File: config.mk
export PLATFORM = sky130hd
export DESIGN_NAME = cbc_queue
export DESIGN_NICKNAME = d
export VERILOG_FILES = /design/src/rtl/core/cbc_pkg.sv /design/src/rtl/core/cbc_queue.sv
export SDC_FILE = /design/constraint.sdc
export NUM_CORES = 1
export LEC_CHECK = 0
export ABC_CLOCK_PERIOD_IN_PS = 2930
export BUFFER_PORTS_ARGS = -buffer_cell sky130_fd_sc_hd__buf_4
export CAP_MARGIN = 20
export CORE_MARGIN = 2
export CORE_UTILIZATION = 45
export CTS_CLUSTER_DIAMETER = 120
export DETAILED_ROUTE_END_ITERATION = 8
export MAX_ROUTING_LAYER = met4
export PLACE_DENSITY = 0.73
export SKIP_LAST_GASP = 1
export SLEW_MARGIN = 20
export SYNTH_ARGS = -nofsm -noshare
export SYNTH_HDL_FRONTEND = slang
export SYNTH_SLANG_ARGS = --single-unit
File: constraint.sdc
create_clock -name clock -period 2.93 [get_ports clock]
set_clock_uncertainty 0.1 [all_clocks]
set_input_delay 0.4395 -clock clock [delete_from_list [all_inputs] [get_ports clock]]
set_output_delay 0.4395 -clock clock [all_outputs]
set_load 0.01 [all_outputs]
File: src/rtl/core/cbc_pkg.sv
// ----------------------------------------------------------------------------
// cbc_pkg
// Shared types, codes and constants of the cartridge bank controller.
// ----------------------------------------------------------------------------
package cbc_pkg;

   // default sizes, handed to the top level parameters
   localparam int CBC_RAM_DEPTH     = 131072;
   localparam int CBC_MAX_ROM_BANKS = 512;

   // port widths
   localparam int REQ_W = 24;
   localparam int RSP_W = 24;
   localparam int CFG_W = 18;
   localparam int IDX_W = 2;

   // configuration register indexes
   localparam logic [IDX_W-1:0] CFG_MAPPER_KIND = 2'd0;
   localparam logic [IDX_W-1:0] CFG_ROM_BANKS   = 2'd1;
   localparam logic [IDX_W-1:0] CFG_RAM_BYTES   = 2'd2;

   // mapper kinds
   localparam logic [2:0] MAP_NONE  = 3'd0;
   localparam logic [2:0] MAP_MBC1  = 3'd1;
   localparam logic [2:0] MAP_MBC1M = 3'd2;
   localparam logic [2:0] MAP_MBC2  = 3'd3;
   localparam logic [2:0] MAP_MBC3  = 3'd4;
   localparam logic [2:0] MAP_MBC5  = 3'd5;

   // bus address boundaries
   localparam logic [15:0] ADDR_RAM_BASE = 16'hA000;
   localparam logic [15:0] ADDR_ROM_LOW  = 16'h2000;
   localparam logic [15:0] ADDR_ROM_HIGH = 16'h3000;
   localparam logic [15:0] ADDR_UPPER    = 16'h4000;
   localparam logic [15:0] ADDR_MODE     = 16'h6000;

   // remainder unit
   localparam int MOD_W      = 18;
   localparam int MOD_STEPS  = 18;
   localparam int BANK_STEPS = 10;
   localparam int BANK_SHIFT = MOD_W - BANK_STEPS;
   localparam int CNT_W      = $clog2(MOD_STEPS + 1);

   // queue between front and back
   localparam int Q_DEPTH = 2;

   typedef enum logic [1:0] {
      KIND_CTRL,
      KIND_RAM_WR,
      KIND_RAM_RD
   } item_kind_type;

   typedef struct packed {
      item_kind_type kind;
      logic [15:0]   address;
      logic [7:0]    data;
      logic [15:0]   offset;
   } item_type;

   typedef struct packed {
      logic             start;
      logic             narrow;
      logic [MOD_W-1:0] dividend;
      logic [MOD_W-1:0] divisor;
   } mod_req_type;

   typedef struct packed {
      logic             busy;
      logic             done;
      logic [MOD_W-1:0] remainder;
   } mod_rsp_type;

endpackage

File: src/rtl/core/cbc_queue.sv
// ----------------------------------------------------------------------------
// cbc_queue
// Short register queue between the front and back parts.
// ----------------------------------------------------------------------------
module cbc_queue
   import cbc_pkg::*;
(
   input  logic     clock,
   input  logic     reset,
   input  logic     push,
   input  item_type push_item,
   input  logic     pop,
   output item_type head,
   output logic     full,
   output logic     empty
);

   localparam int PTR_W = $clog2(Q_DEPTH);
   localparam int CNT_QW = $clog2(Q_DEPTH + 1);

   item_type          mem_ff [Q_DEPTH];
   logic [PTR_W-1:0]  wr_ptr_ff, wr_ptr_in;
   logic [PTR_W-1:0]  rd_ptr_ff, rd_ptr_in;
   logic [CNT_QW-1:0] count_ff, count_in;

   assign full  = (count_ff == CNT_QW'(Q_DEPTH));
   assign empty = (count_ff == '0);
   assign head  = mem_ff[rd_ptr_ff];

   // pointer and fill count
   always_comb begin
      wr_ptr_in = push ? wr_ptr_ff + PTR_W'(1) : wr_ptr_ff;
      rd_ptr_in = pop ? rd_ptr_ff + PTR_W'(1) : rd_ptr_ff;
      count_in  = count_ff;
      if (push && !pop) begin
         count_in = count_ff + CNT_QW'(1);
      end else if (pop && !push) begin
         count_in = count_ff - CNT_QW'(1);
      end
   end

   always_ff @(posedge clock) begin
      if (reset) begin
         wr_ptr_ff <= '0;
         rd_ptr_ff <= '0;
         count_ff  <= '0;
      end else begin
         wr_ptr_ff <= wr_ptr_in;
         rd_ptr_ff <= rd_ptr_in;
         count_ff  <= count_in;
      end
   end

   // entry storage
   always_ff @(posedge clock) begin
      if (push) begin
         mem_ff[wr_ptr_ff] <= push_item;
      end
   end

endmodule

==> out/metrics.yaml <==
run_status:
  status: "complete, no violations"
routing:
  drc: 0
  drtPass1Iterations: 4
  finalWirelength_um: 5470
  via_per_inst: 4.71
  drt_iter0_markers: 60
  num_vias: 1662
  wl_per_cell_um: 15.5
  final_antenna_net_count: 0
worst_setup_path:
  worst-r2r-setup-slack_ns: 1.30
  crit_fanout: 29
  r2r_start: "wr_ptr_ff"
  start_kind: "flip-flop"
  crit_type: "flip-flop to output port"
  cp_data_required_time_ns: 2.39
  worstSetupEndpointType: "output port"
  arrival_ns: 1.66
  r2r_end: "mem_ff[1][3]"
  reg2regPathDepth: 2
synth:
  synth-seq-area-share_pct: 81.0
  ys_types: 16
  syn-cell-area_mm2: 0.00324
  yosys_warnings: 0
  synth_fp_nets: 200
  synth-edff-count: 84
  ys.flop_type: "edfxtp_1"
  avgSynthCellArea_um2: 21.2
  synth_seq_cells: 89
  async_flop_share_pct: 0
  netlist_instances: 153
timing:
  setup_tns_ns: 0
  rsz0062_at_grt: "no"
  setup_violations: 0
  max_freq_ghz: 0.454
  hold_viol: 0
  relSlewSlack_pct: 68.2
  finalWorstSetupSlack_ns: 0.727
  drv_slew: 0
  finalCriticalPeriod_ns: 2.20
  period_share_pct: 75.2
  worst_slew_pin_slew_ns: 0.476
placed_design:
  globalplace.congestion: 0.731
  dp.cells: 337
  dp_hpwl_um: 3710
  port_buffers: 89
  preCtsSetupSlack_ns: 1.07
pwr:
  power_density_mw_per_mm2: 643
  internal_power_w: 0.00216
  p_leak_nw: 1.61
  p_total_w: 0.00274
  sw_frac_of_total_pct: 21.2
  irDropWorstVdd_v: 0.000318
  seqPwrFrac_pct: 55.0
  p_clk_share_pct: 31.8
  netSwitchingPower_w: 0.000580
  pwr-share-comb_pct: 13.2
final_layout:
  final_cell_count_no_fill: 353
  num_antenna_cells: 0
  drive_gt1_share_pct: 59.5
  area_growth_pct: 31.8
  fin_nets: 299
die:
  die-area_mm2: 0.00789
  dieHeight_um: 88.8
  start_util_pct: 47.1
  row_count: 30
  core_area_mm2: 0.00687
  die_x_um: 88.8
  io_pins: 90
job:
  cap_viol_max_count: 0
clock_network:
  cts.sinks: 89
  cts_made_buffers: 9
  htreeDepth: 3
  postCtsResizedCells: 0
  cts_post_setup_buffers_inserted: 0
  ctsHoldBuffers: 0
  root_buffer: "clkbuf_8"
  clk_latency_ns: 0.34
  cts_tree: "done"
  path_clk_slew_ns: 0.09
  cts_buffer_depth: 2
hold_path:
  whs_path_depth: 1
  hold_path_end: "mem_ff[1][36]"
  worstHoldStart: "push_item[36]"
  hold_path_class: "input pin to flip-flop"
global_route:
  grt_use_total_pct: 14.5
  grt_pass1_wl_um: 8020
  grt_pass1_vias: 1673
  grt_use_met2_pct: 23.0
  antenna_found_initial: 0
  met3_usage_pct: 4.76
  grt_max_degree: 30
  grt_busiest_layer: "met2"
  overflow: 0
  use_met1_pct: 16.9
-- cell usage in the layout, fill, tap and decap left out --
cell type  count
clkinv_1       1
a21oi_1        1
xnor2_1        2
xor2_1         2
clkbuf_8       9
buf_4         91
mux2_2        42
nor2b_4        1
clkbuf_1       1
clkinv_4       1
ha_1           1
inv_1          1
edfxtp_1      84
nor2_1         5
buf_12         2
o21ai_0        1
dfxtp_1        4
bufinv_16      2
and2b_2        1
or3_1          1
dfxtp_2        1
and2_2         1
clkinv_2       2
-- synth_stat cells (2+ instances only) --
cell	number	area share, %
edfxtp_1	84	78
mux2_2	42	15
dfxtp_1	5	3.1
nor2_1	5	0.58
buf_4	4	0.93
xnor2_1	2	0.54
xor2_1	2	0.54
-- sequential cells by signal (all words and copies together) (netlist names), named ones only --
name,count
mem_ff,84
wr_ptr_ff,1
count_ff,2
rd_ptr_ff,1
-- logic make-up (layout without fill, tap and decap cells) --
family          count (synthesis)  after routing  synth area share, %
fa+ha+maj                       1              1                0.386
mux                            42             42                 14.6
simple gates                    9              9                 1.43
compound gates                  2              2                0.309
buf+inv                         6            110                 1.20
flops                          89             89                 81.0
xor+xnor                        4              4                 1.08
-- metal layers --
layer  up-vias  routed length [um]
met4         0                  66
met1       803                2230
li1        790                   -
met2        63                2790
met3         6                 388
met5         -                   0
-- layout make-up --
cell class,instances,area (um^2)
Tap cell,96,120
Clock buffer,10,128
Clock inverter,6,82.6
Multi-Input combinational cell,58,586
Fill cell,530,2600
Inverter,1,3.75
Sequential cell,89,2620
Timing Repair Buffer,93,723
-- worst max path at each step --
stage / slack, ns / to / cells past startpoint / startpoint
after global routing: 0.63 / head[21] / 3 / flip-flop
final: 0.73 / head[21] / 3 / flip-flop
after global placement: 1.07 / head[21] / 3 / flip-flop
after floorplan: 0.07 / mem_ff[0][0] / 1 / push
after detailed placement: 1.07 / head[30] / 3 / flip-flop
after CTS: 0.69 / head[21] / 3 / flip-flop
-- power by group through the flow --
stage / Sequential, W / Combinational [W] / Clock, W
floorplan: 0.00153 / 0.000183 / 0
global placement: 0.00153 / 0.000364 / 0
detailed placement: 0.00154 / 0.000368 / 0
CTS: 0.00151 / 0.000370 / 0.000894
global route: 0.00152 / 0.000391 / 0.000958
finish: 0.00151 / 0.000362 / 0.000872
-- per-stage QoR --
stage	hold slack (ns)	cell area, um^2	utilization (%)
final	0.180	4270	62.1
after floorplan	0.361	3240	-
after global placement	0.382	4060	59.1
after CTS	0.164	4270	62.1
after detailed placement	0.397	4060	59.1
after global routing	0.154	4270	62.1
-- worst max-delay path, cell delays in order (launching register included) --
cell and delay, ns:
dfxtp_2 0.56, buf_12 0.25, mux2_2 0.37, buf_4 0.15
Power figures use the tool's default switching activity.
