===== config.mk =====
export PLATFORM = sky130hd
export DESIGN_NAME = cbc_back
export DESIGN_NICKNAME = d
export VERILOG_FILES = /design/src/rtl/core/cbc_pkg.sv /design/src/rtl/core/cbc_back.sv
export SDC_FILE = /design/constraint.sdc
export NUM_CORES = 1
export LEC_CHECK = 0
export BUFFER_PORTS_ARGS = -buffer_cell sky130_fd_sc_hd__buf_2
export CAP_MARGIN = 10
export CELL_PAD_IN_SITES_DETAIL_PLACEMENT = 2
export CELL_PAD_IN_SITES_GLOBAL_PLACEMENT = 2
export CORE_MARGIN = 5
export CORE_UTILIZATION = 31
export CTS_CLUSTER_DIAMETER = 60
export CTS_CLUSTER_SIZE = 28
export DETAILED_ROUTE_END_ITERATION = 6
export PLACE_DENSITY = 0.86
export RECOVER_POWER = 100
export SYNTH_ARGS = -nofsm -noshare
export SYNTH_HDL_FRONTEND = slang
export SYNTH_SLANG_ARGS = --single-unit

===== constraint.sdc =====
create_clock -name clock -period 4.3 [get_ports clock]
set_input_delay 0.86 -clock clock [delete_from_list [all_inputs] [get_ports clock]]
set_output_delay 0.86 -clock clock [all_outputs]
set_load 0.03 [all_outputs]

===== src/rtl/core/cbc_pkg.sv =====
// ----------------------------------------------------------------------------
// cbc_pkg
// Shared types, codes and constants of the cartridge bank controller.
// ----------------------------------------------------------------------------
package cbc_pkg;

   // default sizes, handed to the top level parameters
   localparam int CBC_RAM_DEPTH     = 131072;
   localparam int CBC_MAX_ROM_BANKS = 512;

   // port widths
   localparam int REQ_W = 24;
   localparam int RSP_W = 24;
   localparam int CFG_W = 18;
   localparam int IDX_W = 2;

   // configuration register indexes
   localparam logic [IDX_W-1:0] CFG_MAPPER_KIND = 2'd0;
   localparam logic [IDX_W-1:0] CFG_ROM_BANKS   = 2'd1;
   localparam logic [IDX_W-1:0] CFG_RAM_BYTES   = 2'd2;

   // mapper kinds
   localparam logic [2:0] MAP_NONE  = 3'd0;
   localparam logic [2:0] MAP_MBC1  = 3'd1;
   localparam logic [2:0] MAP_MBC1M = 3'd2;
   localparam logic [2:0] MAP_MBC2  = 3'd3;
   localparam logic [2:0] MAP_MBC3  = 3'd4;
   localparam logic [2:0] MAP_MBC5  = 3'd5;

   // bus address boundaries
   localparam logic [15:0] ADDR_RAM_BASE = 16'hA000;
   localparam logic [15:0] ADDR_ROM_LOW  = 16'h2000;
   localparam logic [15:0] ADDR_ROM_HIGH = 16'h3000;
   localparam logic [15:0] ADDR_UPPER    = 16'h4000;
   localparam logic [15:0] ADDR_MODE     = 16'h6000;

   // remainder unit
   localparam int MOD_W      = 18;
   localparam int MOD_STEPS  = 18;
   localparam int BANK_STEPS = 10;
   localparam int BANK_SHIFT = MOD_W - BANK_STEPS;
   localparam int CNT_W      = $clog2(MOD_STEPS + 1);

   // queue between front and back
   localparam int Q_DEPTH = 2;

   typedef enum logic [1:0] {
      KIND_CTRL,
      KIND_RAM_WR,
      KIND_RAM_RD
   } item_kind_type;

   typedef struct packed {
      item_kind_type kind;
      logic [15:0]   address;
      logic [7:0]    data;
      logic [15:0]   offset;
   } item_type;

   typedef struct packed {
      logic             start;
      logic             narrow;
      logic [MOD_W-1:0] dividend;
      logic [MOD_W-1:0] divisor;
   } mod_req_type;

   typedef struct packed {
      logic             busy;
      logic             done;
      logic [MOD_W-1:0] remainder;
   } mod_rsp_type;

endpackage


===== src/rtl/core/cbc_back.sv =====
// ----------------------------------------------------------------------------
// cbc_back
// Execution side: holds the mapper registers and configuration, carries
// out control writes and RAM accesses, and drives the response word.
// ----------------------------------------------------------------------------
module cbc_back
   import cbc_pkg::*;
#(
   parameter int RAM_DEPTH     = CBC_RAM_DEPTH,
   parameter int MAX_ROM_BANKS = CBC_MAX_ROM_BANKS
) (
   input  logic                         clock,
   input  logic                         reset,
   input  logic                         csr_we,
   input  logic [IDX_W-1:0]             csr_index,
   input  logic [CFG_W-1:0]             csr_wdata,
   input  logic                         q_empty,
   input  item_type                     q_head,
   output logic                         q_pop,
   output mod_req_type                  mod_req,
   input  mod_rsp_type                  mod_rsp,
   output logic                         ram_en,
   output logic                         ram_we,
   output logic [$clog2(RAM_DEPTH)-1:0] ram_addr,
   output logic [7:0]                   ram_wdata,
   input  logic [7:0]                   ram_rdata,
   output logic                         rsp_tvalid,
   input  logic                         rsp_tready,
   output logic [RSP_W-1:0]             rsp_tdata
);

   localparam int AW = $clog2(RAM_DEPTH);
   localparam logic [MOD_W-1:0] DEPTH_SZ = MOD_W'(RAM_DEPTH);
   localparam logic [9:0]       MAX_BANKS = 10'(MAX_ROM_BANKS);

   typedef enum logic [2:0] {
      ST_IDLE,
      ST_EXEC,
      ST_BANK,
      ST_DIV,
      ST_ACCESS,
      ST_CAPTURE,
      ST_RESULT
   } state_type;

   state_type        state_ff, state_in;
   logic [2:0]       mapper_ff, mapper_in;
   logic [9:0]       rom_banks_ff, rom_banks_in;
   logic [17:0]      ram_bytes_ff, ram_bytes_in;
   logic             ram_enable_ff, ram_enable_in;
   logic             mode_adv_ff, mode_adv_in;
   logic [7:0]       bank_low_ff, bank_low_in;
   logic [1:0]       bank_high_ff, bank_high_in;
   logic [7:0]       ram_bank_ff, ram_bank_in;
   logic [8:0]       cur_bank_ff, cur_bank_in;
   logic             written_ff, written_in;
   logic             pending_ff, pending_in;
   logic             finish_ff, finish_in;
   logic             div_bank_ff, div_bank_in;
   logic             rsp_valid_ff, rsp_valid_in;
   logic [RSP_W-1:0] rsp_data_ff, rsp_data_in;

   item_type         item_ff, item_in;
   logic [MOD_W-1:0] idx_ff, idx_in;
   logic [7:0]       rd_ff, rd_in;

   logic [MOD_W-1:0] ram_sz;
   logic [9:0]       bank_mod;
   logic [9:0]       bank_raw;
   logic [MOD_W-1:0] idx_raw;
   logic             ram_on;
   logic             is_mbc2;
   logic             clock_sel;
   logic             enable_hit;

   // sizes and bank number from the current registers
   always_comb begin
      ram_sz = (ram_bytes_ff > DEPTH_SZ) ? DEPTH_SZ : ram_bytes_ff;
      if (rom_banks_ff == '0) begin
         bank_mod = 10'd2;
      end else if (rom_banks_ff > MAX_BANKS) begin
         bank_mod = MAX_BANKS;
      end else begin
         bank_mod = rom_banks_ff;
      end
      unique case (mapper_ff)
         MAP_MBC1:  bank_raw = {3'b0, bank_high_ff, 5'b0} | {2'b0, bank_low_ff};
         MAP_MBC1M: bank_raw = {4'b0, bank_high_ff, 4'b0} | {6'b0, bank_low_ff[3:0]};
         MAP_MBC2:  bank_raw = {2'b0, bank_low_ff};
         MAP_MBC3:  bank_raw = {2'b0, bank_low_ff};
         MAP_MBC5:  bank_raw = {bank_high_ff, bank_low_ff};
         default:   bank_raw = 10'd1;
      endcase
      idx_raw    = {2'b0, item_ff.offset} + {1'b0, ram_bank_ff[3:0], 13'b0};
      ram_on     = (ram_bytes_ff != '0) && ram_enable_ff;
      is_mbc2    = (mapper_ff == MAP_MBC2);
      clock_sel  = (mapper_ff == MAP_MBC3) && (ram_bank_ff > 8'h03);
      enable_hit = (item_ff.data[3:0] == 4'hA);
   end

   // sequencer
   always_comb begin
      state_in      = state_ff;
      mapper_in     = mapper_ff;
      rom_banks_in  = rom_banks_ff;
      ram_bytes_in  = ram_bytes_ff;
      ram_enable_in = ram_enable_ff;
      mode_adv_in   = mode_adv_ff;
      bank_low_in   = bank_low_ff;
      bank_high_in  = bank_high_ff;
      ram_bank_in   = ram_bank_ff;
      cur_bank_in   = cur_bank_ff;
      written_in    = written_ff;
      pending_in    = pending_ff;
      finish_in     = finish_ff;
      div_bank_in   = div_bank_ff;
      rsp_valid_in  = rsp_valid_ff && !rsp_tready;
      rsp_data_in   = rsp_data_ff;
      item_in       = item_ff;
      idx_in        = idx_ff;
      rd_in         = rd_ff;
      q_pop         = 1'b0;
      mod_req       = '0;
      ram_en        = 1'b0;
      ram_we        = 1'b0;
      ram_addr      = idx_ff[AW-1:0];
      ram_wdata     = is_mbc2 ? {4'b0, item_ff.data[3:0]} : item_ff.data;

      unique case (state_ff)
         ST_IDLE: begin
            if (pending_ff) begin
               pending_in = 1'b0;
               finish_in  = 1'b0;
               state_in   = ST_BANK;
            end else if (!q_empty) begin
               q_pop    = 1'b1;
               item_in  = q_head;
               state_in = ST_EXEC;
            end
         end

         ST_EXEC: begin
            rd_in = 8'hFF;
            unique case (item_ff.kind)
               KIND_CTRL: begin
                  // mapper register write
                  unique case (mapper_ff)
                     MAP_MBC1, MAP_MBC1M: begin
                        priority if (item_ff.address < ADDR_ROM_LOW) begin
                           ram_enable_in = enable_hit;
                        end else if (item_ff.address < ADDR_UPPER) begin
                           bank_low_in = (item_ff.data[4:0] == '0) ? 8'd1
                                       : {3'b0, item_ff.data[4:0]};
                        end else if (item_ff.address < ADDR_MODE) begin
                           bank_high_in = item_ff.data[1:0];
                           if (mode_adv_ff) begin
                              ram_bank_in = {6'b0, item_ff.data[1:0]};
                           end
                        end else begin
                           mode_adv_in = item_ff.data[0];
                           ram_bank_in = item_ff.data[0] ? {6'b0, bank_high_ff} : 8'd0;
                        end
                     end
                     MAP_MBC2: begin
                        if (item_ff.address < ADDR_UPPER) begin
                           if (item_ff.address[8]) begin
                              bank_low_in = (item_ff.data[3:0] == '0) ? 8'd1
                                          : {4'b0, item_ff.data[3:0]};
                           end else begin
                              ram_enable_in = enable_hit;
                           end
                        end
                     end
                     MAP_MBC3: begin
                        priority if (item_ff.address < ADDR_ROM_LOW) begin
                           ram_enable_in = enable_hit;
                        end else if (item_ff.address < ADDR_UPPER) begin
                           bank_low_in = (item_ff.data[6:0] == '0) ? 8'd1
                                       : {1'b0, item_ff.data[6:0]};
                        end else if (item_ff.address < ADDR_MODE) begin
                           ram_bank_in = item_ff.data;
                        end
                     end
                     MAP_MBC5: begin
                        priority if (item_ff.address < ADDR_ROM_LOW) begin
                           ram_enable_in = enable_hit;
                        end else if (item_ff.address < ADDR_ROM_HIGH) begin
                           bank_low_in = item_ff.data;
                        end else if (item_ff.address < ADDR_UPPER) begin
                           bank_high_in = {1'b0, item_ff.data[0]};
                        end else if (item_ff.address < ADDR_MODE) begin
                           ram_bank_in = {4'b0, item_ff.data[3:0]};
                        end
                     end
                     default: begin
                     end
                  endcase
                  if (mapper_ff >= MAP_MBC1 && mapper_ff <= MAP_MBC5) begin
                     finish_in = 1'b1;
                     state_in  = ST_BANK;
                  end else begin
                     state_in = ST_RESULT;
                  end
               end

               KIND_RAM_WR, KIND_RAM_RD: begin
                  // RAM access: gate, then map the offset onto the store
                  if (!ram_on) begin
                     state_in = ST_RESULT;
                  end else if (is_mbc2) begin
                     idx_in   = {9'b0, item_ff.offset[8:0]};
                     state_in = ST_ACCESS;
                  end else if (clock_sel) begin
                     state_in = ST_RESULT;
                  end else if (idx_raw >= ram_sz) begin
                     mod_req.start    = 1'b1;
                     mod_req.narrow   = 1'b0;
                     mod_req.dividend = idx_raw;
                     mod_req.divisor  = ram_sz;
                     div_bank_in      = 1'b0;
                     state_in         = ST_DIV;
                  end else begin
                     idx_in   = idx_raw;
                     state_in = ST_ACCESS;
                  end
               end

               default: begin
                  state_in = ST_RESULT;
               end
            endcase
         end

         ST_BANK: begin
            // bank number modulo bank count, top bits of the unit only
            mod_req.start    = 1'b1;
            mod_req.narrow   = 1'b1;
            mod_req.dividend = {bank_raw, BANK_SHIFT'(0)};
            mod_req.divisor  = {BANK_SHIFT'(0), bank_mod};
            div_bank_in      = 1'b1;
            state_in         = ST_DIV;
         end

         ST_DIV: begin
            if (mod_rsp.done) begin
               if (div_bank_ff) begin
                  cur_bank_in = mod_rsp.remainder[8:0];
                  state_in    = finish_ff ? ST_RESULT : ST_IDLE;
               end else begin
                  idx_in   = mod_rsp.remainder;
                  state_in = ST_ACCESS;
               end
            end
         end

         ST_ACCESS: begin
            ram_en = 1'b1;
            if (item_ff.kind == KIND_RAM_WR) begin
               ram_we     = 1'b1;
               written_in = 1'b1;
               state_in   = ST_RESULT;
            end else begin
               state_in = ST_CAPTURE;
            end
         end

         ST_CAPTURE: begin
            rd_in    = is_mbc2 ? (ram_rdata | 8'hF0) : ram_rdata;
            state_in = ST_RESULT;
         end

         ST_RESULT: begin
            if (!rsp_valid_ff || rsp_tready) begin
               rsp_valid_in = 1'b1;
               rsp_data_in  = {(RSP_W - 18)'(0), written_ff, cur_bank_ff, rd_ff};
               state_in     = ST_IDLE;
            end
         end

         default: begin
            state_in = ST_IDLE;
         end
      endcase

      // configuration writes, bank gets recomputed after mapper or count change
      if (csr_we) begin
         case (csr_index)
            CFG_MAPPER_KIND: begin
               mapper_in  = csr_wdata[2:0];
               pending_in = 1'b1;
            end
            CFG_ROM_BANKS: begin
               rom_banks_in = csr_wdata[9:0];
               pending_in   = 1'b1;
            end
            CFG_RAM_BYTES: begin
               ram_bytes_in = csr_wdata[17:0];
            end
            default: begin
            end
         endcase
      end
   end

   // state, mapper registers and response word
   always_ff @(posedge clock) begin
      if (reset) begin
         state_ff      <= ST_IDLE;
         mapper_ff     <= MAP_NONE;
         rom_banks_ff  <= 10'd2;
         ram_bytes_ff  <= '0;
         ram_enable_ff <= 1'b0;
         mode_adv_ff   <= 1'b0;
         bank_low_ff   <= 8'd1;
         bank_high_ff  <= '0;
         ram_bank_ff   <= '0;
         cur_bank_ff   <= 9'd1;
         written_ff    <= 1'b0;
         pending_ff    <= 1'b1;
         finish_ff     <= 1'b0;
         div_bank_ff   <= 1'b0;
         rsp_valid_ff  <= 1'b0;
         rsp_data_ff   <= '0;
      end else begin
         state_ff      <= state_in;
         mapper_ff     <= mapper_in;
         rom_banks_ff  <= rom_banks_in;
         ram_bytes_ff  <= ram_bytes_in;
         ram_enable_ff <= ram_enable_in;
         mode_adv_ff   <= mode_adv_in;
         bank_low_ff   <= bank_low_in;
         bank_high_ff  <= bank_high_in;
         ram_bank_ff   <= ram_bank_in;
         cur_bank_ff   <= cur_bank_in;
         written_ff    <= written_in;
         pending_ff    <= pending_in;
         finish_ff     <= finish_in;
         div_bank_ff   <= div_bank_in;
         rsp_valid_ff  <= rsp_valid_in;
         rsp_data_ff   <= rsp_data_in;
      end
   end

   // current word payload
   always_ff @(posedge clock) begin
      item_ff <= item_in;
      idx_ff  <= idx_in;
      rd_ff   <= rd_in;
   end

   assign rsp_tvalid = rsp_valid_ff;
   assign rsp_tdata  = rsp_data_ff;

endmodule


==> impl_results.md <==
* Number of slew-limit violations in the final report at 36
* Share of the yosys chip area belonging to registers at 49.8%
* Data required time of the critical path at 3.44 ns
* Total Wirelength at ~28 mm
* Family of cells with the greatest summed delay on the critical path: adder cells
* Combined global-route utilization of all metal layers at 21.5%
* Class of the most critical hold timing path: register to register
* DRC violations left at 0
* Effective utilization at floorplan at 31.4%
* Logic depth of the worst register-to-register path at 14
* Port buffer count at 166
* Crit path launch type: register
* Max-slew headroom at -12.6%
* Sequential cell area in the final layout at 3420 um^2
* Terminus of the critical flop-to-flop path: idx_ff[2]$_DFFE_PP_
* Fin Clk Skew at 0.00870 ns
* Most frequent cells in the layout: 157 x sky130_fd_sc_hd__nand2_1, 105 x sky130_fd_sc_hd__buf_2, 85 x sky130_fd_sc_hd__a21oi_1
* Number of buffers and inverters on the critical path at 3
* Synth Warn # at 0
* Data arrival time of the critical path at 3.58 ns
* Die footprint at 25100 um^2
* Failing checks: capacitance limit, slew limit, setup timing
* Most frequent cell on the critical path: sky130_fd_sc_hd__buf_6
* First DRT Iteration DRCs at roughly 310
* Clock Tree Root: sky130_fd_sc_hd__clkbuf_16
* Clock transition at the registers of the reported paths at approximately 0.070 ns
* Worst IR drop on VDD at 0.211 mV
* Core Area at 21800 um^2
* Slowest CP cell: sky130_fd_sc_hd__edfxtp_1
* Post-synthesis sequential element count at 142
* Power Internal at 2.72 mW
* Lkg Pwr at 3.50 nW
* Final worst-path cycle share at 103%
* EDFF count, synth at 56
* Number of routed nets with antenna violations at 0
* Aggregate negative setup slack at -2.87 ns
* Gate power share at 21.5%
* Source-to-sink clock delay at the later pin of the worst-skew pair at 0.43 ns
* H-Tree Level Count at 4
* Critical path peak fanout at 6
* Number of failing setup endpoints in the final timing report at 29
* Grt ovf at 0
* Avg Vias per Cell at 5.38
* Clock tree from TritonCTS: built
* Layout cells sized above 1 at 29.0%
* Main flop type after synthesis: sky130_fd_sc_hd__dfxtp_1
* Most common cell after layout, fill and taps aside: sky130_fd_sc_hd__nand2_1
* Source of the worst register-to-register timing path: ram_bytes_ff[12]$_SDFFE_PP0P_
* Crit path to: mod_req[20]
* Transition time of the tightest slew-check pin at between 1.5 and 2 ns
* Routed WL per cell at 23.4 um
* Post-synthesis average cell area at between 9 and 10 um^2
* Final weighted congestion of routability-driven global placement at between 0.8 and 0.9
* Share of async-settable or async-resettable flops after synthesis at 0%
* Clock power frac at 38.1%
* Synth unique cells at between 60 and 70
* CTS Sinks at 142
* Number of gates on the worst path with buffers counted at 12
* Worst Hold Margin at 0.458 ns
* Longest individual stage delay on the worst path at 0.42 ns
* Count of final hold-check violations at 0
* Worst Slack Setup Final at -0.145 ns
* First-pass iteration count of the detailed router at 5
* Fraction of power spent switching nets at 33.3%
* Critical path launch point: item_ff[13]$_DFFE_PP_
* Horizontal die dimension at ~160 um
* Nets at 1033
* Fmax at 225 MHz
* Run status: complete, but fails checks
* HPWL after detailed placement at 19.1 mm
* Pin count of the biggest net entering global routing at 54
* Total placed instance area at 7910 um^2
* Top-level port count at 186
* Number of antenna violations at the first check in global routing at 1
* Setup CP Type: register to primary output
* Worst Hold Path Cells at 2
* Overall power at 4.08 mW
* Number of standard cells after synthesis at 743
* Die span in y at between 150 and 200 um
* Minimum clock period after layout at 4.44 ns
* Power density cells at roughly 450 nW/um^2
* Row Count at 54
* Worst reg2reg setup slack at 0.89 ns
* Fill cells at 2391
* Unrepaired setup endpoints after global routing: yes
* Vias in the first global route at a little over 7k
* Final design area excluding fillers at 9140 um^2
* Worst-case clock buffer depth at 2
* Cell breakdown of the critical path: ha_4 -> fa_2 -> xor2_2 -> ha_1 -> nand3_1 -> a21boi_0 -> o32ai_4 -> a21oi_4 -> buf_6 -> buf_6 -> and2_4 -> buf_6
* Nature of the critical path endpoint: primary output
* Multi-input gate area in the final layout at roughly 3500 um^2
* Max-capacitance violation count at 1
* Total number of vias at 6494
* Synthesis-to-layout area growth at 33.7%
* Net Sw Power at 1.36 mW
* Power share of the sequential group at 40.4%
* Number of clock buffers inserted by TritonCTS at 17
* Final core occ at a little over two fifths
* Cell area after synthesis at 6840 um^2
* First-pass GRT wire length at 40.9 mm
-- per-layer routing --
layer,global-route usage (%),up-vias,wire length [um]
li1,-,2964,-
met1,27.1,3254,12100
met2,36.9,231,14000
met3,4.24,45,1430
met4,7.47,0,749
met5,0,-,0
-- power by group through the flow --
stage / clock (mW) / sequential (mW) / combinational (mW)
floorplan: 0 / 1.65 / 0.510
global placement: 0 / 1.66 / 0.774
detailed placement: 0 / 1.67 / 0.807
CTS: 1.57 / 1.64 / 0.844
global route: 1.63 / 1.66 / 0.942
finish: 1.55 / 1.65 / 0.875
-- sequential cells by signal, indices dropped and copies added (netlist names), 3 cells and up --
name,cells
rd_ff,8
rsp_tdata,18
bank_low_ff,8
mapper_ff,3
item_ff,31
idx_ff,17
cur_bank_ff,9
ram_bank_ff,8
rom_banks_ff,10
ram_bytes_ff,18
state_ff,3
-- how the worst min path moves through the flow --
stage / startpoint / end
CTS: rsp_tdata[0]$_SDFFE_PP0P_ / rsp_tdata[0]$_SDFFE_PP0P_
finish: rsp_tdata[0]$_SDFFE_PP0P_ / rsp_tdata[0]$_SDFFE_PP0P_
global route: cur_bank_ff[5]$_SDFFE_PP0P_ / cur_bank_ff[5]$_SDFFE_PP0P_
detailed placement: rsp_tdata[14]$_SDFFE_PP0P_ / rsp_tdata[14]$_SDFFE_PP0P_
global placement: cur_bank_ff[3]$_SDFFE_PP0P_ / rsp_tdata[11]$_SDFFE_PP0P_
floorplan: cur_bank_ff[2]$_SDFFE_PP0P_ / rsp_tdata[10]$_SDFFE_PP0P_
-- kinds of logic after synthesis --
kind of cell | after synthesis | share of synthesized area [%]
mux | 10 | 1.46
compound gates | 168 | 15.8
flops | 142 | 49.8
simple gates | 333 | 23.2
fa+ha+maj | 25 | 4.68
other cells | 1 | 0.0548
xor+xnor | 3 | 0.494
buf+inv | 61 | 4.52
-- final cells by class --
type	instances	area share, %
Inverter	8	0.328
Clock buffer	19	4.74
Antenna cell	1	0.0274
Tap cell	280	3.83
Clock inverter	13	1.83
Timing Repair Buffer	199	13.9
Multi-Input combinational cell	545	38.0
Sequential cell	142	37.4
-- synth_stat cells (7+ instances only) --
cell type,count,share of area [%]
sky130_fd_sc_hd__nor2b_1,16,1.5
sky130_fd_sc_hd__clkbuf_1,25,1.4
sky130_fd_sc_hd__ha_1,24,4.4
sky130_fd_sc_hd__nand4_1,7,0.64
sky130_fd_sc_hd__a22o_1,15,1.9
sky130_fd_sc_hd__inv_1,7,0.38
sky130_fd_sc_hd__edfxtp_1,56,25
sky130_fd_sc_hd__nand2_1,158,8.7
sky130_fd_sc_hd__o21ai_0,15,1.1
sky130_fd_sc_hd__a21oi_1,89,6.5
sky130_fd_sc_hd__nor3_1,18,1.3
sky130_fd_sc_hd__buf_4,15,1.6
sky130_fd_sc_hd__nand2b_1,16,1.5
sky130_fd_sc_hd__nand3_1,28,2.0
sky130_fd_sc_hd__and2_1,11,1.0
sky130_fd_sc_hd__dfxtp_1,86,25
sky130_fd_sc_hd__a32o_1,11,1.6
sky130_fd_sc_hd__mux2i_1,10,1.5
sky130_fd_sc_hd__nor2_1,39,2.1
sky130_fd_sc_hd__buf_2,7,0.51
-- worst reg2reg max path, stage by stage, from the launching register on --
cell	delay (ns)
sky130_fd_sc_hd__dfxtp_2	0.34
sky130_fd_sc_hd__nor4_4	0.36
sky130_fd_sc_hd__nand4_1	0.20
sky130_fd_sc_hd__o21ai_2	0.19
sky130_fd_sc_hd__buf_4	0.15
sky130_fd_sc_hd__buf_6	0.10
sky130_fd_sc_hd__nand2_4	0.05
sky130_fd_sc_hd__ha_4	0.16
sky130_fd_sc_hd__a211o_1	0.30
sky130_fd_sc_hd__a21oi_2	0.16
sky130_fd_sc_hd__o21ai_2	0.11
sky130_fd_sc_hd__a22oi_2	0.28
sky130_fd_sc_hd__nand2_1	0.22
sky130_fd_sc_hd__o32ai_2	0.14
sky130_fd_sc_hd__buf_4	0.33
-- through the flow --
step / cells / setup slack (ns)
final: 1207 / -0.145
after global routing: 1207 / -0.308
after CTS: 1203 / 0.000166
after detailed placement: 1159 / 0.0356
after global placement: 1159 / 0.163
after floorplan: 748 / 0.214
-- timing repair --
item | 4_1_cts | 5_1_grt
buffers inserted | 10 | 3
pin swaps | 11 | 28
cloned | 2 | 0
resized for setup | 58 | 99
setup endpoints to repair | 37 | 37
hold buffers | 0 | 0
Power figures use the tool's default switching activity.
