===== src/rtl/core/cbc_pkg.sv =====
// ----------------------------------------------------------------------------
// cbc_pkg
// Shared types, codes and constants of the cartridge bank controller.
// ----------------------------------------------------------------------------
package cbc_pkg;

   // default sizes, handed to the top level parameters
   localparam int CBC_RAM_DEPTH     = 131072;
   localparam int CBC_MAX_ROM_BANKS = 512;

   // port widths
   localparam int REQ_W = 24;
   localparam int RSP_W = 24;
   localparam int CFG_W = 18;
   localparam int IDX_W = 2;

   // configuration register indexes
   localparam logic [IDX_W-1:0] CFG_MAPPER_KIND = 2'd0;
   localparam logic [IDX_W-1:0] CFG_ROM_BANKS   = 2'd1;
   localparam logic [IDX_W-1:0] CFG_RAM_BYTES   = 2'd2;

   // mapper kinds
   localparam logic [2:0] MAP_NONE  = 3'd0;
   localparam logic [2:0] MAP_MBC1  = 3'd1;
   localparam logic [2:0] MAP_MBC1M = 3'd2;
   localparam logic [2:0] MAP_MBC2  = 3'd3;
   localparam logic [2:0] MAP_MBC3  = 3'd4;
   localparam logic [2:0] MAP_MBC5  = 3'd5;

   // bus address boundaries
   localparam logic [15:0] ADDR_RAM_BASE = 16'hA000;
   localparam logic [15:0] ADDR_ROM_LOW  = 16'h2000;
   localparam logic [15:0] ADDR_ROM_HIGH = 16'h3000;
   localparam logic [15:0] ADDR_UPPER    = 16'h4000;
   localparam logic [15:0] ADDR_MODE     = 16'h6000;

   // remainder unit
   localparam int MOD_W      = 18;
   localparam int MOD_STEPS  = 18;
   localparam int BANK_STEPS = 10;
   localparam int BANK_SHIFT = MOD_W - BANK_STEPS;
   localparam int CNT_W      = $clog2(MOD_STEPS + 1);

   // queue between front and back
   localparam int Q_DEPTH = 2;

   typedef enum logic [1:0] {
      KIND_CTRL,
      KIND_RAM_WR,
      KIND_RAM_RD
   } item_kind_type;

   typedef struct packed {
      item_kind_type kind;
      logic [15:0]   address;
      logic [7:0]    data;
      logic [15:0]   offset;
   } item_type;

   typedef struct packed {
      logic             start;
      logic             narrow;
      logic [MOD_W-1:0] dividend;
      logic [MOD_W-1:0] divisor;
   } mod_req_type;

   typedef struct packed {
      logic             busy;
      logic             done;
      logic [MOD_W-1:0] remainder;
   } mod_rsp_type;

endpackage


===== src/rtl/core/cbc_mod.sv =====
// ----------------------------------------------------------------------------
// cbc_mod
// Shared remainder unit, restoring form, one dividend bit per cycle.
// ----------------------------------------------------------------------------
module cbc_mod
   import cbc_pkg::*;
(
   input  logic        clock,
   input  logic        reset,
   input  mod_req_type req,
   output mod_rsp_type rsp
);

   logic             busy_ff, busy_in;
   logic             done_ff, done_in;
   logic [CNT_W-1:0] cnt_ff, cnt_in;
   logic [MOD_W-1:0] rem_ff, rem_in;
   logic [MOD_W-1:0] dvd_ff, dvd_in;
   logic [MOD_W-1:0] dsr_ff, dsr_in;

   logic [MOD_W:0] trial;
   logic [MOD_W:0] diff;

   // one restoring step
   always_comb begin
      trial = {rem_ff, dvd_ff[MOD_W-1]};
      diff  = trial - {1'b0, dsr_ff};
   end

   always_comb begin
      busy_in = busy_ff;
      done_in = 1'b0;
      cnt_in  = cnt_ff;
      rem_in  = rem_ff;
      dvd_in  = dvd_ff;
      dsr_in  = dsr_ff;
      if (req.start) begin
         busy_in = 1'b1;
         cnt_in  = req.narrow ? CNT_W'(BANK_STEPS) : CNT_W'(MOD_STEPS);
         rem_in  = '0;
         dvd_in  = req.dividend;
         dsr_in  = req.divisor;
      end else if (busy_ff) begin
         rem_in = (trial >= {1'b0, dsr_ff}) ? diff[MOD_W-1:0] : trial[MOD_W-1:0];
         dvd_in = {dvd_ff[MOD_W-2:0], 1'b0};
         cnt_in = cnt_ff - CNT_W'(1);
         if (cnt_ff == CNT_W'(1)) begin
            busy_in = 1'b0;
            done_in = 1'b1;
         end
      end
   end

   always_ff @(posedge clock) begin
      if (reset) begin
         busy_ff <= 1'b0;
         done_ff <= 1'b0;
         cnt_ff  <= '0;
      end else begin
         busy_ff <= busy_in;
         done_ff <= done_in;
         cnt_ff  <= cnt_in;
      end
   end

   always_ff @(posedge clock) begin
      rem_ff <= rem_in;
      dvd_ff <= dvd_in;
      dsr_ff <= dsr_in;
   end

   assign rsp.busy      = busy_ff;
   assign rsp.done      = done_ff;
   assign rsp.remainder = rem_ff;

endmodule


===== config.mk =====
export PLATFORM = sky130hd
export DESIGN_NAME = cbc_mod
export DESIGN_NICKNAME = d
export VERILOG_FILES = /design/src/rtl/core/cbc_pkg.sv /design/src/rtl/core/cbc_mod.sv
export SDC_FILE = /design/constraint.sdc
export NUM_CORES = 1
export LEC_CHECK = 0
export BUFFER_PORTS_ARGS = -buffer_cell sky130_fd_sc_hd__buf_2
export CAP_MARGIN = 20
export CORE_UTILIZATION = 56
export DETAILED_ROUTE_END_ITERATION = 10
export PLACE_DENSITY = 0.8
export SLEW_MARGIN = 10
export SYNTH_ARGS = -nofsm -noshare
export SYNTH_HDL_FRONTEND = slang
export SYNTH_SLANG_ARGS = --single-unit

===== constraint.sdc =====
create_clock -name clock -period 2.4 [get_ports clock]
set_input_delay 0.36 -clock clock [delete_from_list [all_inputs] [get_ports clock]]
set_output_delay 0.36 -clock clock [all_outputs]
set_load 0.005 [all_outputs]

==> summary.md, run 1 <==
| Metric | Value |
|---|---|
| Grt total ovfl | `0` |
| Final setup violation count | `0` |
| Lkg Pwr | `1.814 nW` |
| Core ar. | `5991 sq um` |
| Syn Std Cell Area | `3530 sq um` |
| Ranking of synthesized cells by area | `edfxtp_1 (31%), dfxtp_1 (14%), ha_1 (7.1%), mux2_2 (5.4%), a21oi_1 (3.3%)` |
| Max-Cap Viols | `0` |
| Die width | `81.39 microns` |
| Largest stage delay, worst path | `0.43 ns` |
| Final design utilization | `0.7022` |
| WL per Instance | `18.08 microns` |
| P_int | `1.866 mW` |
| Sequential share of the synthesized area | `0.4481` |
| Sw Pwr | `0.7275 mW` |
| Setup TNS | `0 ns` |
| TritonCTS Sinks | `61` |
| Pin count of the biggest net entering global routing | `21` |
| Cell variety after synth | `65` |
| TritonCTS buffer count | `9` |
| Root Buffer | `clkbuf_8` |
| Crit-path slowest cell | `fa_1` |
| Flops & latches, synth | `61` |
| Async SR Flop Fraction | `0` |
| TritonCTS clock tree | `built` |
| Pwr Density | `616.5 nW/um^2` |
| Logic pwr share | `0.169` |
| Fin crit share | `0.9922` |
| Post-synth top flop | `edfxtp_1` |
| RSZ-0062 raised after global routing | `yes` |
| Run status | `complete, no violations` |
| DRC violations left | `0` |
| Vias per cell | `6.232` |
| Pins Over Slew Limit | `0` |
| Maximum clock path buffer count | `2` |
| Post-DP HPWL | `6.444 mm` |
| Sw Ratio | `0.2805` |
| Cell chain of the critical path | `inv_1 -> ha_1 -> fa_1 -> nor2b_2 -> o31ai_2 -> a31oi_1 -> nor2_1 -> o21a_1 -> a2111oi_2` |
| Power share of the clock group | `0.357` |
| Period minus WS final | `2.381 ns` |
| Clock-pin slew on the worst setup and hold paths | `0.08 ns` |
| Chip Height | `81.39 microns` |
| Via count | `3,116` |
| Worst vdd ir | `0.5385 mV` |
| Most common cell after layout, fill and taps aside | `buf_2` |
| DR pass1 iterations | `8` |
| Worst slew margin | `0.6119` |
| Synthesized instance count | `347` |
| Flop pwr share | `0.474` |
| WL final | `9.041 mm` |
| Ant diodes | `0` |
| Worst-Margin Slew | `0.5760 ns` |
| Final nets | `481` |
| Vias in the first global route | `2,926` |
| CP startpoint kind | `flip-flop` |
| Hold WC Path Type | `primary input to flip-flop` |
| CP bufs+invs | `1` |
| Area Overhead vs Synth | `19.18%` |
| Worst-Skew Late Latency | `0.35 ns` |
| WS Path Type | `flip-flop to flip-flop` |
| Commonest cells after routing, fill and taps aside | `buf_2 (59), edfxtp_1 (36), inv_1 (28), nand2_1 (28), dfxtp_1 (25)` |
| EDFF count, synth | `36` |
| FP Rows | `28` |
| Clk_skew | `0.01254 ns` |
| Syn nets | `408` |
| Endpoint arrival time on the critical path | `2.62 ns` |
| GRT Overall Usage | `0.2906` |
| GP Congestion | `0.9541` |
| Top cell type by total area after synthesis | `edfxtp_1` |
| Antenna Nets Post-Route | `0` |
| Die Area | `6624 sq um` |
| First-pass GRT wire length | `14.17 mm` |
| Final hold slack | `0.1844 ns` |
| Required time worst endpoint | `2.64 ns` |
| PortBufs | `59` |
| Delay-heaviest family, CP | `compound AO/OA/AOI/OAI gates` |
| DRT iter0 DRCs | `375` |
| Share of cells above drive strength 1 | `0.3129` |
| Htree depth | `3` |
| CP endpoint kind | `flip-flop` |
| Synth warnings | `0` |
| Yosys top cell area share | `0.3063` |
| Hold Fails Final Rpt | `0` |
| Mean post-synth cell area | `10.17 sq um` |
| Worst-path fanout max | `4` |
| Antenna violations before repair | `0` |
| Ports | `60` |
| FILL cells | `440` |
| Initial core utilization | `0.5892` |
| Max Fclk | `420.0 MHz` |
layout make-up:
cell class / count / area [sq um] / share of cell area
multi-input combinational: 243 / 1799 / 0.4277
sequential: 61 / 1582 / 0.3760
timing repair buffer: 77 / 430.4 / 0.1023
clock buffer: 9 / 123.9 / 0.02945
inverter: 28 / 105.1 / 0.02499
tap: 75 / 93.84 / 0.02231
clock inverter: 7 / 72.57 / 0.01725
synth_stat cells (4+ instances only):
cell      number
o211ai_1       5
xnor2_1        6
o21a_1         4
inv_1         28
nand4_1        5
nor2_1        23
o21ai_0       14
a21o_1         4
nor3_1         9
a21oi_1       23
nand2_1       28
dfxtp_1       25
ha_1          20
mux2_2        17
o31ai_1        4
o21ai_1        4
edfxtp_1      36
xor2_1         7
nand3_1        8
clkbuf_1       8
worst paths after layout:
path / from / endpoint / slack (ns) / cells past startpoint
min: req[17] / dsr_ff[17]$_DFFE_PP_ / 0.18 / 1
min reg2reg: rem_ff[3]$_SDFFE_PP0P_ / rem_ff[3]$_SDFFE_PP0P_ / 0.52 / 2
max: dvd_ff[17]$_DFFE_PP_ / rem_ff[8]$_SDFFE_PP0P_ / 0.02 / 9
max reg2reg: dvd_ff[17]$_DFFE_PP_ / rem_ff[8]$_SDFFE_PP0P_ / 0.02 / 9
power by group through the flow:
| stage | registers (mW) | clock network [mW] | logic [mW] |
|---|---|---|---|
| floorplan | 1.24 | 0 | 0.282 |
| global placement | 1.25 | 0 | 0.405 |
| detailed placement | 1.25 | 0 | 0.416 |
| CTS | 1.23 | 0.929 | 0.421 |
| global route | 1.24 | 0.969 | 0.479 |
| finish | 1.23 | 0.926 | 0.437 |
routing by layer:
layer | part of all wire | vias to the layer above | wire length [microns] | track usage
met5 | 0 | - | 0 | 0
met4 | 0.030 | 0 | 274 | 0.1411
met3 | 0.098 | 31 | 887 | 0.05730
met2 | 0.46 | 195 | 4135 | 0.4558
met1 | 0.41 | 1451 | 3744 | 0.3814
li1 | - | 1439 | - | -
worst reg2reg max path: stages (launching register included):
cell	delay, ns
edfxtp_1	0.32
inv_1	0.05
ha_1	0.23
fa_1	0.43
nor2b_2	0.23
o31ai_2	0.12
a31oi_1	0.28
nor2_1	0.07
o21a_1	0.20
a2111oi_2	0.36
metrics by stage:
stage                     setup WS [ns]  cell area [sq um]  instances  power (mW)
after CTS                       0.05781               4151        499       2.579
after global routing           -0.08816               4207        500       2.687
final                           0.01879               4207        500       2.593
after global placement          0.08969               3953        483       1.654
after floorplan                  0.3420               3530        347       1.521
after detailed placement        0.02734               3953        483       1.669
sequential cells by signal, summed over array words and instances (netlist names):
name	flops
rem_ff	18
cnt_ff	5
done_ff	1
dvd_ff	18
dsr_ff	18
busy_ff	1
kinds of logic (layout without fill, tap and decap cells):
kind of cell,count (synthesis),after routing,share of synthesized area
and+or+nand+nor,93,93,0.1266
muxes,17,17,0.05424
AOI/OAI and AO/OA,99,99,0.2060
xor gates and xnor gates,13,13,0.03226
buffers and inverters,43,121,0.05636
adders and majority gates,21,21,0.07657
DFF,61,61,0.4481
repair_timing:
item | CTS | global route
setup buffers | 0 | 1
pin swaps | 0 | 0
hold buffers | 0 | 0
setup endpoints to repair | 1 | 14
gates resized for setup | 1 | 10
Note: power is estimated with default switching activity, not from simulation.
==> run 2: changes to the inputs <==
--- a/config.mk
+++ b/config.mk
@@ -7,9 +7,8 @@
 export LEC_CHECK = 0
 export BUFFER_PORTS_ARGS = -buffer_cell sky130_fd_sc_hd__buf_2
 export CAP_MARGIN = 20
-export CORE_UTILIZATION = 56
+export CORE_UTILIZATION = 27
 export DETAILED_ROUTE_END_ITERATION = 10
-export PLACE_DENSITY = 0.8
 export SLEW_MARGIN = 10
 export SYNTH_ARGS = -nofsm -noshare
 export SYNTH_HDL_FRONTEND = slang
==> run 2 against run 1 <==
Compared with the run above:
- wire length up 3.2%
- worst hold slack better by 0.013 ns
- die area up 100%
- non-clock buffer count up 2
- highest routed layer unchanged
- setup slack better by 0.098 ns
- via count down 5.9%
- sequential share of layout area down 1.9 points
- register-to-register slack better by 0.098 ns
- total power up 12%
- flip-flop and latch count unchanged
==> summary.md, run 2 (synthesis gave the netlist of run 1 again) <==
| Metric | Value |
|---|---|
| Run status | `complete, no violations` |
| Worst slew margin | `0.7333` |
| Critical path's most frequent cell | `buf_4` |
| Via count | `2,931` |
| Share of cells above drive strength 1 | `0.3185` |
| Max-Cap Viols | `0` |
| R2R Path Start | `rem_ff[1]$_SDFFE_PP0P_` |
| Most common cell after layout, fill and taps aside | `buf_2` |
| Crit Reg-Reg Endpoint | `rem_ff[1]$_SDFFE_PP0P_` |
| Hold Path Origin | `req[1]` |
| First-pass GRT wire length | `14.66 mm` |
| CP startpoint kind | `flip-flop` |
| Clock-pin slew on the worst setup and hold paths | `0.05 ns` |
| FILL cells | `1,272` |
| Hold WC Path Type | `primary input to flip-flop` |
| Hold path cells | `1` |
| Period minus WS final | `2.284 ns` |
| RSZ-0062 raised after global routing | `yes` |
| Worst-Margin Slew | `0.3963 ns` |
| R2r setup slk | `0.12 ns` |
| Final design utilization | `0.3495` |
| WL final | `9.328 mm` |
| Pin count of the biggest net entering global routing | `26` |
| Worst vdd ir | `0.4376 mV` |
| Root Buffer | `clkbuf_16` |
| GRT Overall Usage | `0.1479` |
| Largest stage delay, worst path | `0.34 ns` |
| WL per Instance | `15.57 microns` |
| Tot Pwr | `2.910 mW` |
| Antenna Nets Post-Route | `0` |
| Cell chain of the critical path | `ha_1 -> buf_4 -> o211ai_1 -> a21o_1 -> a31oi_4 -> o21ai_1 -> buf_4 -> nand3_1 -> a32o_1` |
| Max Fclk | `437.9 MHz` |
| Antenna violations before repair | `0` |
| DRC violations left | `0` |
| CP endpoint kind | `flip-flop` |
| Vias in the first global route | `2,828` |
| Grt total ovfl | `0` |
| Maximum clock path buffer count | `2` |
| Hold Fails Final Rpt | `0` |
| Pwr Density | `657.3 nW/um^2` |
| DRT iter0 DRCs | `129` |
| Delay-heaviest family, CP | `compound AO/OA/AOI/OAI gates` |
| Worst-path fanout max | `8` |
| Pins Over Slew Limit | `0` |
| TritonCTS Sinks | `61` |
| Vias per cell | `4.893` |
| DR pass1 iterations | `4` |
| Fin crit share | `0.9515` |
| Core ar. | `12,670 sq um` |
| Final setup violation count | `0` |
| WS Path Type | `flip-flop to flip-flop` |
| GP Congestion | `0.8541` |
| Worst-Skew Late Latency | `0.34 ns` |
| Commonest cells after routing, fill and taps aside | `buf_2 (59), edfxtp_1 (36), inv_1 (28), nand2_1 (27), dfxtp_1 (24)` |
| Hold endpoint | `dsr_ff[1]$_DFFE_PP_` |
| Non-Filler Instances | `599` |
| Post-DP HPWL | `6.868 mm` |
| Crit-path slowest cell | `ha_1` |
| Area Overhead vs Synth | `25.45%` |
| PortBufs | `59` |
| Initial core utilization | `0.2786` |
| Setup TNS | `0 ns` |
| FP Rows | `41` |
| Ports | `60` |
| Biggest regs | `dsr_ff x18, dvd_ff x18, rem_ff x18` |
| Required time worst endpoint | `2.62 ns` |
| Endpoint arrival time on the critical path | `2.51 ns` |
| Placed insts | `582` |
| Htree depth | `3` |
| TritonCTS clock tree | `built` |
| CP bufs+invs | `2` |
| Die Area | `13,530 sq um` |
| Lkg Pwr | `1.848 nW` |
| Clk_skew | `0.005349 ns` |
| Die width | `116.3 microns` |
| Reg2Reg Depth | `9` |
| Final nets | `483` |
| TritonCTS buffer count | `9` |
| Chip Height | `116.3 microns` |
| Ant diodes | `0` |
| Post-CTS Hold Buffers | `0` |
-- run 2: changes by cell type in the layout (fill, tap and decap cells not counted), moves of 2 or more --
cell	before	now
clkbuf_8	9	0
o41ai_1	0	2
inv_6	2	0
o41ai_2	2	0
clkbuf_1	0	2
clkbuf_16	0	9
ha_2	1	3
-- run 2: what timing repair did --
| action | in CTS | in global routing |
|---|---|---|
| gates resized for setup | 0 | 16 |
| setup endpoints to repair | 0 | 16 |
| buffers inserted | 0 | 1 |
-- run 2: layout make-up --
class | instances | area, sq um | share of cell area
multi-input combinational | 243 | 1792 | 0.4046
sequential | 61 | 1583 | 0.3574
timing repair buffer | 79 | 449.2 | 0.1014
clock buffer | 11 | 232.7 | 0.05256
tap | 172 | 215.2 | 0.04860
inverter | 28 | 105.1 | 0.02374
clock inverter | 5 | 51.30 | 0.01159
-- run 2: power breakdown --
part / leakage [nW] / switching, mW / internal (mW)
sequential: 0.562 / 0.0357 / 1.19
combinational: 1.15 / 0.242 / 0.189
clock: 0.137 / 0.454 / 0.795
-- run 2: worst max-delay path by stage --
stage	start	end	depth (start not counted)
6_report	rem_ff[1]$_SDFFE_PP0P_	rem_ff[1]$_SDFFE_PP0P_	9
5_1_grt	dvd_ff[17]$_DFFE_PP_	rem_ff[8]$_SDFFE_PP0P_	9
4_1_cts	rem_ff[15]$_SDFFE_PP0P_	rem_ff[2]$_SDFFE_PP0P_	7
3_5_place_dp	rem_ff[15]$_SDFFE_PP0P_	rem_ff[2]$_SDFFE_PP0P_	7
3_3_place_gp	rem_ff[15]$_SDFFE_PP0P_	rem_ff[2]$_SDFFE_PP0P_	7
2_1_floorplan	dvd_ff[17]$_DFFE_PP_	rem_ff[8]$_SDFFE_PP0P_	9
-- run 2: per-layer routing --
| layer | vias up | part of all wire | wire length, microns | GRT usage |
|---|---|---|---|---|
| met5 | - | 0 | 0 | 0 |
| met4 | 0 | 0.029 | 274 | 0.09915 |
| met3 | 17 | 0.061 | 568 | 0.02958 |
| met2 | 96 | 0.44 | 4123 | 0.2166 |
| met1 | 1366 | 0.47 | 4362 | 0.1966 |
| li1 | 1452 | - | - | - |
-- run 2: stage by stage --
step / setup slack, ns / hold slack (ns) / instance area, sq um
after floorplan: 0.3420 / 0.4324 / 3530
after global placement: 0.04021 / 0.4861 / 4089
after detailed placement: 0.03163 / 0.4961 / 4089
after CTS: 0.02403 / 0.1850 / 4373
after global routing: -0.01269 / 0.1928 / 4428
final: 0.1164 / 0.1975 / 4428
==> run 3: changes to the inputs <==
--- a/config.mk
+++ b/config.mk
@@ -7,9 +7,11 @@
 export LEC_CHECK = 0
 export BUFFER_PORTS_ARGS = -buffer_cell sky130_fd_sc_hd__buf_2
 export CAP_MARGIN = 20
+export CELL_PAD_IN_SITES_DETAIL_PLACEMENT = 1
+export CELL_PAD_IN_SITES_GLOBAL_PLACEMENT = 1
 export CORE_UTILIZATION = 27
 export DETAILED_ROUTE_END_ITERATION = 10
-export SLEW_MARGIN = 10
+export PLACE_DENSITY_LB_ADDON = 0.1
 export SYNTH_ARGS = -nofsm -noshare
 export SYNTH_HDL_FRONTEND = slang
 export SYNTH_SLANG_ARGS = --single-unit
==> run 3 against run 2 <==
Compared with the run above:
- clock skew fell by 0.00088 ns
- sequential power is essentially flat
- critical path depth down 1
- largest cell class unchanged
- count of clock-buffer cells in the layout unchanged
- register-to-register slack lost 0.02 ns
- sequential share of layout area down 1.2 points
- utilization grew 1.2 points
- die area did not move
- setup slack got worse by 0.023 ns
- critical endpoint is now rem_ff[8]$_SDFFE_PP0P_
- total power rose by 2.0%
==> summary.md, run 3 (synthesis gave the netlist of run 1 again) <==
| Metric | Value |
|---|---|
| Via count | `2,993` |
| Final nets | `501` |
| FILL cells | `1,465` |
| Worst-Skew Late Latency | `0.34 ns` |
| Clock-pin slew on the worst setup and hold paths | `0.06 ns` |
| Biggest regs | `dsr_ff x18, dvd_ff x18, rem_ff x18` |
| Post-DP HPWL | `7.775 mm` |
| Core ar. | `12,670 sq um` |
| WL final | `10.86 mm` |
| Die width | `116.3 microns` |
| WL per Instance | `17.59 microns` |
| Required time worst endpoint | `2.63 ns` |
| Vias in the first global route | `2,916` |
| Hold WC Path Type | `primary input to flip-flop` |
| Root Buffer | `clkbuf_16` |
| Worst-Margin Slew | `0.4134 ns` |
| First-pass GRT wire length | `16.10 mm` |
| TritonCTS Sinks | `61` |
| Reg2Reg Depth | `8` |
| Hold Fails Final Rpt | `0` |
| Fin crit share | `0.9611` |
| Period minus WS final | `2.307 ns` |
| Final design utilization | `0.3616` |
| PortBufs | `59` |
| WS Path Type | `flip-flop to flip-flop` |
| Antenna Nets Post-Route | `0` |
| Pin count of the biggest net entering global routing | `30` |
| Run status | `complete, no violations` |
| Chip Height | `116.3 microns` |
| Most common cell after layout, fill and taps aside | `buf_2` |
| Share of cells above drive strength 1 | `0.3483` |
| DRC violations left | `0` |
| GP Congestion | `0.8003` |
| Grt total ovfl | `0` |
| Hold path cells | `1` |
| Lkg Pwr | `1.944 nW` |
| Area of the multi-input gates | `1831 sq um` |
| Placed insts | `595` |
| Worst slew margin | `0.7226` |
| Commonest cells after routing, fill and taps aside | `buf_2 (59), edfxtp_1 (36), buf_4 (36), nand2_1 (28), inv_1 (27)` |
| R2R Path Start | `rem_ff[1]$_SDFFE_PP0P_` |
| FP Rows | `41` |
| Pwr Density | `647.9 nW/um^2` |
| Ant diodes | `0` |
| Hold Path Origin | `req[3]` |
| Worst-path fanout max | `6` |
| Worst vdd ir | `0.2685 mV` |
| Clk_skew | `0.004472 ns` |
| TritonCTS buffer count | `9` |
| Crit Reg-Reg Endpoint | `rem_ff[8]$_SDFFE_PP0P_` |
| TritonCTS clock tree | `built` |
| Non-Filler Instances | `617` |
| DR pass1 iterations | `4` |
| CP startpoint kind | `flip-flop` |
| Max-Cap Viols | `0` |
| Register Area | `1582 sq um` |
| Endpoint arrival time on the critical path | `2.54 ns` |
| R2r setup slk | `0.09 ns` |
| Htree depth | `3` |
| Antenna violations before repair | `0` |
| Final setup violation count | `0` |
| Initial core utilization | `0.2786` |
| Hold endpoint | `dsr_ff[3]$_DFFE_PP_` |
| GRT Overall Usage | `0.1638` |
| Area Overhead vs Synth | `29.81%` |
| Vias per cell | `4.851` |
| CP endpoint kind | `flip-flop` |
| Maximum clock path buffer count | `2` |
| Ports | `60` |
| Max Fclk | `433.5 MHz` |
| Die Area | `13,530 sq um` |
| Pins Over Slew Limit | `0` |
| DRT iter0 DRCs | `114` |
[run 3: cell type report]
type,count,area share
repair buffers,95,0.1234
inverters,28,0.02294
clock inverters,5,0.01120
flip-flops and latches,61,0.3452
multi-input cells,245,0.3995
well taps,172,0.04697
clock buffers,11,0.05079
[run 3: worst max path at each step]
stage          slack [ns]  cells after the start                 endpoint                     from
2_1_floorplan        0.34                      9   rem_ff[8]$_SDFFE_PP0P_     dvd_ff[17]$_DFFE_PP_
3_3_place_gp        -0.12                     10  rem_ff[14]$_SDFFE_PP0P_     dvd_ff[17]$_DFFE_PP_
3_5_place_dp        -0.06                     10  rem_ff[14]$_SDFFE_PP0P_     dvd_ff[17]$_DFFE_PP_
4_1_cts              0.02                      8   rem_ff[8]$_SDFFE_PP0P_  rem_ff[13]$_SDFFE_PP0P_
5_1_grt             -0.02                      9  rem_ff[14]$_SDFFE_PP0P_      dsr_ff[5]$_DFFE_PP_
6_report             0.09                      8   rem_ff[8]$_SDFFE_PP0P_   rem_ff[1]$_SDFFE_PP0P_
[run 3: worst max-delay path, cell delays in order (launching register included)]
cell	delay, ns
dfxtp_1	0.34
ha_1	0.36
o211ai_1	0.23
a21o_1	0.22
a31oi_4	0.14
o21ai_1	0.30
nand2_1	0.13
buf_4	0.19
a2111oi_2	0.28
[run 3: metal layers]
layer	up-vias	wire length, microns	global-route usage
met5	-	0	0
met4	0	122	0.04444
met3	9	479	0.05241
met2	64	5016	0.2513
met1	1436	5238	0.2207
li1	1484	-	-
[run 3: timing repair]
| item | CTS | global route |
|---|---|---|
| gates resized for setup | 4 | 12 |
| endpoints found under the setup margin | 3 | 16 |
| endpoints found under the hold margin | 0 | 0 |
| cloned | 0 | 2 |
| hold buffers | 0 | 0 |
| setup buffers | 0 | 3 |
| pin swaps | 1 | 3 |
[run 3: stage by stage]
stage	setup WS [ns]	hold slack [ns]	TNS (ns)	instance area, sq um	power [mW]
after global routing	-0.01854	0.1813	-0.05497	4582	3.106
after global placement	-0.1247	0.4882	-0.1247	4187	1.685
final	0.09342	0.1966	0	4582	2.969
after CTS	0.02293	0.1826	0	4493	3.000
after floorplan	0.3420	0.4324	0	3530	1.521
after detailed placement	-0.06041	0.4951	-0.06041	4187	1.693
[run 3: power by group]
part	internal [mW]	total, mW	switching (mW)
Clock	0.797	1.28	0.484
Sequential	1.19	1.22	0.0304
Combinational	0.204	0.464	0.259
